`src/sv/hht_pkg.sv`:
```
// Package for the multistage heavy hitter table.
// Holds field widths, codes, the controller state type and the command/status structs.
// No dependencies.
`default_nettype none

package hht_pkg;

  localparam int KEY_W      = 32;
  localparam int RND_W      = 32;
  localparam int OUTCOME_W  = 2;
  localparam int COUNT_W    = 31;
  localparam int TOTAL_W    = 32;
  localparam int CFG_IDX_W  = 3;
  localparam int CFG_DATA_W = 32;
  localparam int NUM_SEEDS  = 6;

  localparam logic [31:0]        HASH_MULT = 32'h9E37_79B1;
  localparam logic [COUNT_W-1:0] COUNT_MAX = '1;

  localparam logic [OUTCOME_W-1:0] OUTCOME_ABSORBED = 2'd0;
  localparam logic [OUTCOME_W-1:0] OUTCOME_DROPPED  = 2'd1;
  localparam logic [OUTCOME_W-1:0] OUTCOME_REPLACED = 2'd2;
  localparam logic [OUTCOME_W-1:0] OUTCOME_QUERY    = 2'd3;

  typedef enum logic [2:0] {
    ST_CLEAR,
    ST_IDLE,
    ST_HASH,
    ST_RECIP,
    ST_QMUL,
    ST_INDEX,
    ST_EVAL,
    ST_COMMIT
  } hht_state_t;

  typedef struct packed {
    logic clear;
    logic load;
    logic hash;
    logic recip;
    logic qmul;
    logic index;
    logic eval;
    logic commit;
  } hht_cmd_t;

  typedef struct packed {
    logic clear_done;
    logic out_free;
  } hht_sts_t;

endpackage

`default_nettype wire

```
`src/sv/hht_ctrl.sv`:
```
// Controller of the heavy hitter table: clearing pass, request intake and step sequencing.
// Depends on hht_pkg for the state type and the command/status structs.
`default_nettype none

module hht_ctrl import hht_pkg::*; (
  input  wire logic     clk,
  input  wire logic     rst_n,
  input  wire logic     in_valid,
  output      logic     in_ready,
  input  wire hht_sts_t sts,
  output      hht_cmd_t cmd
);

  hht_state_t state_r, state_nxt;

  always_ff @(posedge clk) begin
    if (!rst_n) begin
      state_r <= ST_CLEAR;
    end else begin
      state_r <= state_nxt;
    end
  end

  always_comb begin
    state_nxt = state_r;
    case (state_r)
      ST_CLEAR: begin
        if (sts.clear_done) state_nxt = ST_IDLE;
      end
      ST_IDLE: begin
        if (in_valid) state_nxt = ST_HASH;
      end
      ST_HASH:  state_nxt = ST_RECIP;
      ST_RECIP: state_nxt = ST_QMUL;
      ST_QMUL:  state_nxt = ST_INDEX;
      ST_INDEX: state_nxt = ST_EVAL;
      ST_EVAL:  state_nxt = ST_COMMIT;
      ST_COMMIT: begin
        if (sts.out_free) state_nxt = ST_IDLE;
      end
      default: state_nxt = ST_CLEAR;
    endcase
  end

  always_comb begin
    cmd      = '0;
    in_ready = 1'b0;
    case (state_r)
      ST_CLEAR: cmd.clear = 1'b1;
      ST_IDLE: begin
        in_ready = 1'b1;
        cmd.load = in_valid;
      end
      ST_HASH:   cmd.hash   = 1'b1;
      ST_RECIP:  cmd.recip  = 1'b1;
      ST_QMUL:   cmd.qmul   = 1'b1;
      ST_INDEX:  cmd.index  = 1'b1;
      ST_EVAL:   cmd.eval   = 1'b1;
      ST_COMMIT: cmd.commit = sts.out_free;
      default: cmd = '0;
    endcase
  end

  a_commit_needs_room: assert property (@(posedge clk) disable iff (!rst_n)
    cmd.commit |-> sts.out_free)
    else $error("result committed while the output register is still occupied");

  a_one_command: assert property (@(posedge clk) disable iff (!rst_n)
    $onehot0(cmd))
    else $error("more than one datapath command in a cycle");

  a_eval_after_read: assert property (@(posedge clk) disable iff (!rst_n)
    cmd.eval |-> $past(cmd.index))
    else $error("evaluation without a preceding slot read");

endmodule

`default_nettype wire

```
`config.mk`:
```
export PLATFORM = sky130hd
export DESIGN_NAME = hht_ctrl
export DESIGN_NICKNAME = d
export VERILOG_FILES = /design/src/sv/hht_pkg.sv /design/src/sv/hht_ctrl.sv
export SDC_FILE = /design/constraint.sdc
export NUM_CORES = 1
export LEC_CHECK = 0
export BUFFER_PORTS_ARGS = -buffer_cell sky130_fd_sc_hd__buf_4
export CAP_MARGIN = 20
export CORE_AREA = 2 2 39 41
export DETAILED_ROUTE_END_ITERATION = 6
export DIE_AREA = 0 0 41 43
export GPL_ROUTABILITY_DRIVEN = 1
export HOLD_SLACK_MARGIN = 0.1
export PLACE_DENSITY = 0.37
export SETUP_SLACK_MARGIN = 0.15
export SYNTH_ARGS = -nofsm -noshare
export SYNTH_HDL_FRONTEND = slang
export SYNTH_SLANG_ARGS = --single-unit
```
`constraint.sdc`:
```
create_clock -name clk -period 1.32 [get_ports clk]
set_clock_uncertainty 0.2 [all_clocks]
set_input_delay 0.264 -clock clk [delete_from_list [all_inputs] [get_ports clk]]
set_output_delay 0.264 -clock clk [all_outputs]
set_load 0.02 [all_outputs]
```
=== Yosys cells after proc, flatten, opt, wreduce, memory -nomap -nowiden ===
Cells that the tools add are included.

* Reduce and logical (&&, ||, !) cells: 2
* Eq/ne operators: 10
* Multiplexer cells: 13

{| class="wikitable"
|+ Operators by type and width
! operator !! count
|-
| 3-bit case mux with 8 select lines || 1
|-
| 3-bit == test (second input constant) || 4
|-
| 1-bit two-way mux || 9
|-
| 3-bit two-way mux || 3
|-
| 3-bit by 2-bit == test with 1-bit output (second input constant) || 2
|-
| 2-bit inequality test (second input constant) || 3
|-
| 3-bit by 1-bit == test with 1-bit output (second input constant) || 1
|-
| 3-bit zero test || 1
|-
| 3-bit AND reduction || 1
|}

* Output and inout bits: 9
* Word-level logic and storage cells: 26
* Input bits: 5
* Bits in registers: 3

=== Logic depth before layout (Yosys ltp) ===
* Word-level depth: 3
* Gate-level depth with buffers: 4
* Gate-level depth less buffers: 3

=== Worst setup path after synthesis ===
OpenSTA, ideal clock, no wires.

* Path kind: reg-to-output
* Start point: register state_r[2]
* End point: output cmd[6] in the netlist's numbering
* Data arrival time: 1.054 ns
* Slack: -0.198 ns
* Buffers on the path: 1
* Cell stages (with the launch flop): 5
* Required time: 0.856 ns
* Cell sequence: dfxtp_1 -> buf_4 -> nand2b_4 -> nor2_2 -> and2_1

{| class="wikitable"
|+ RTL lines
! element !! RTL line !! text
|-
| start: declaration || hht_ctrl.sv:14 || <nowiki>hht_state_t state_r, state_nxt;</nowiki>
|-
| start signal: assignment || hht_ctrl.sv:20 || <nowiki>state_r <= state_nxt;</nowiki>
|-
| end: declaration || hht_ctrl.sv:11 || <nowiki>output hht_cmd_t cmd</nowiki>
|}

==> results.tsv <==
metric	value	unit
synthesized netlist net count	33	
CTS tree	done	
Net count, final	57	
period utilization	1.15	
number of global-route vias before repair	288	
setup ws final	-0.204	ns
Worst setup EP type	output port	
Multi-input gate area	169	um^2
slowest CP cell	dfxtp_2	
Fillers	157	
Psw	0.000172	W
Crit. Startpoint	state_r[2]$_SDFFE_PN0P_	
Reg clk slew, reported paths	0.04	ns
drt initial violations	1	
Antenna diodes	0	
Hold Crit Class	in -> reg	
mapped cell area	210	um^2
MaxCap Viol Count	0	
Mapped Avg Cell Area	7.51	um^2
clock group share of total power	0.315	
area grow syn2layout	130	%
Slew headroom	0.847	
setup tns final	-1.55	ns
Placer Congestion	0.674	
Antenna Violating Nets Remaining	0	
clk buf depth	2	
post-layout util	0.349	
CORE AREA	1380	um^2
Top Family by Delay on Critical Path	flip-flops	
ys flop type	dfxtp_1	
first-pass GRT wire length	1180	um
area of the die	1760	um^2
Cell Int Power	0.000341	W
residual DRC count	0	
Hold Crit Start	in_valid	
worst path arrival time	1.06	ns
PwrDens	1060	nW/um^2
clock period minus worst slack	1.52	ns
Logic pwr share	0.443	
PortBufs	13	
total CTS buffers	3	
CP Class	reg -> out	
worst-skew pair later-pin latency	0.23	ns
Worst R2R Start	state_r[1]$_SDFFE_PN0P_	
largest net degree at the start of global routing	9	
IO Count	14	
Yosys warnings	0	
Final Max Slew Viols	0	
CP max FO	6	
overall power	0.000512	W
Avg WL per Cell	10.3	um
Worst Path Required	0.86	ns
crit-path max cell delay	0.33	ns
Final Hold Vio Count	0	
Chip Width	41	um
Synth cell types	17	
CTS Root Cell	clkbuf_4	
Net Sw Frac	0.335	
ys async rst share	0	
CP cell instances	buf_4, and3_2, buf_4	
fraction of layout cells with a size suffix above 1	0.745	
CP most frequent cell	buf_4	
Rows	14	
Sequential Power Share	0.243	
Synth Register Bits	3	
antenna violations before repair	0	
total track usage	0.104	
Largest register FFs	3	
Pleak	0.210	nW
pre-CTS WS	-0.0182	ns
Syn Inst Count	28	
failing checks	setup timing	
Slew @ Worst Pin	0.228	ns
via-per-instance ratio	4.09	
worst hold slack	0.110	ns
CP Launch Type	register	
worst vdd ir	0.656	mV
Largest regs	state_r: 3 flops	
Die Y	43	um
Worst Path Buf+Inv	2	
f_max	656	MHz
Initial Util	0.152	
Vias	274	
drt total wl	688	um
RSZ-0062 raised after global routing	yes	
sequential share of the synthesized area	0.286	
H-tree Lvls	1	
clock sinks	3	
Post-synth EDFFs	0	
status	complete, but fails checks	
post-DP HPWL	544	um
Top reg by flops	state_r	
final setup fails	9	
Pre-antenna DRT Iters	3	
register area	66.3	um^2
GRT Residual Overflow	0	
## cells in the mapped netlist, types with 2 or more instances
cell type | n | share of area
nor2_1 | 5 | 0.089
dfxtp_1 | 3 | 0.29
nor3_1 | 3 | 0.071
and3_1 | 2 | 0.060
inv_1 | 2 | 0.036
nand2_1 | 2 | 0.036
## timing repair
| action | CTS | global route |
|---|---|---|
| buffers inserted | 1 | 0 |
| setup endpoints to repair | 11 | 11 |
| hold buffers | 1 | 1 |
| gates resized for setup | 10 | 0 |
| pin swaps | 3 | 0 |
| endpoints found under the hold margin | 1 | 1 |
## tightest hold or removal path, cell delays in order
cell	delay (ns)
buf_4	0.10
a221oi_2	0.06
nor2_1	0.09
## worst paths after layout
path	cells past startpoint	endpoint	slack, ns
min	3	state_r[1]$_SDFFE_PN0P_	0.11
max	3	cmd[1]	-0.20
max reg2reg	4	state_r[1]$_SDFFE_PN0P_	0.16
min reg2reg	2	state_r[2]$_SDFFE_PN0P_	0.40
## logic make-up (layout without fill, tap and decap cells)
logic type / after synthesis / in the layout / synth area share
compound gates: 4 / 4 / 0.143
simple gates: 17 / 17 / 0.446
buf+inv: 4 / 27 / 0.125
flops: 3 / 3 / 0.286
## layout by cell type, fill, tap and decap left out, types with 2 or more instances in the layout
master,instances
and3_2,2
nor3_2,2
dlygate4sd3_1,2
buf_6,5
nor2_1,2
buf_4,13
nor2_4,4
dfxtp_2,2
clkbuf_4,3
## metal layers
layer	up-vias	GRT usage	routed length (um)
met3	0	0.0838	78
met2	14	0.138	323
li1	141	-	-
met4	0	0.0400	0
met1	119	0.121	286
met5	-	0	0
## final cells by class
class                   count  area share
clock buffers               4      0.0544
repair buffers             21       0.402
well taps                  16      0.0415
multi-input cells          21       0.350
inverters                   2      0.0155
flip-flops and latches      3       0.137
## power by group through the flow
| stage | Combinational, W | Sequential, W | Clock, W |
|---|---|---|---|
| after floorplan | 0.000121 | 0.000115 | 0 |
| after global placement | 0.000201 | 0.000122 | 0 |
| final | 0.000227 | 0.000124 | 0.000161 |
| after global routing | 0.000244 | 0.000127 | 0.000188 |
| after CTS | 0.000228 | 0.000124 | 0.000171 |
| after detailed placement | 0.000201 | 0.000121 | 0 |
## stage by stage
stage,instances,cell area (um^2)
finish,67,483
global route,67,483
CTS,66,473
detailed placement,60,400
global placement,60,400
floorplan,28,255
(Power assumes the default switching activity.)
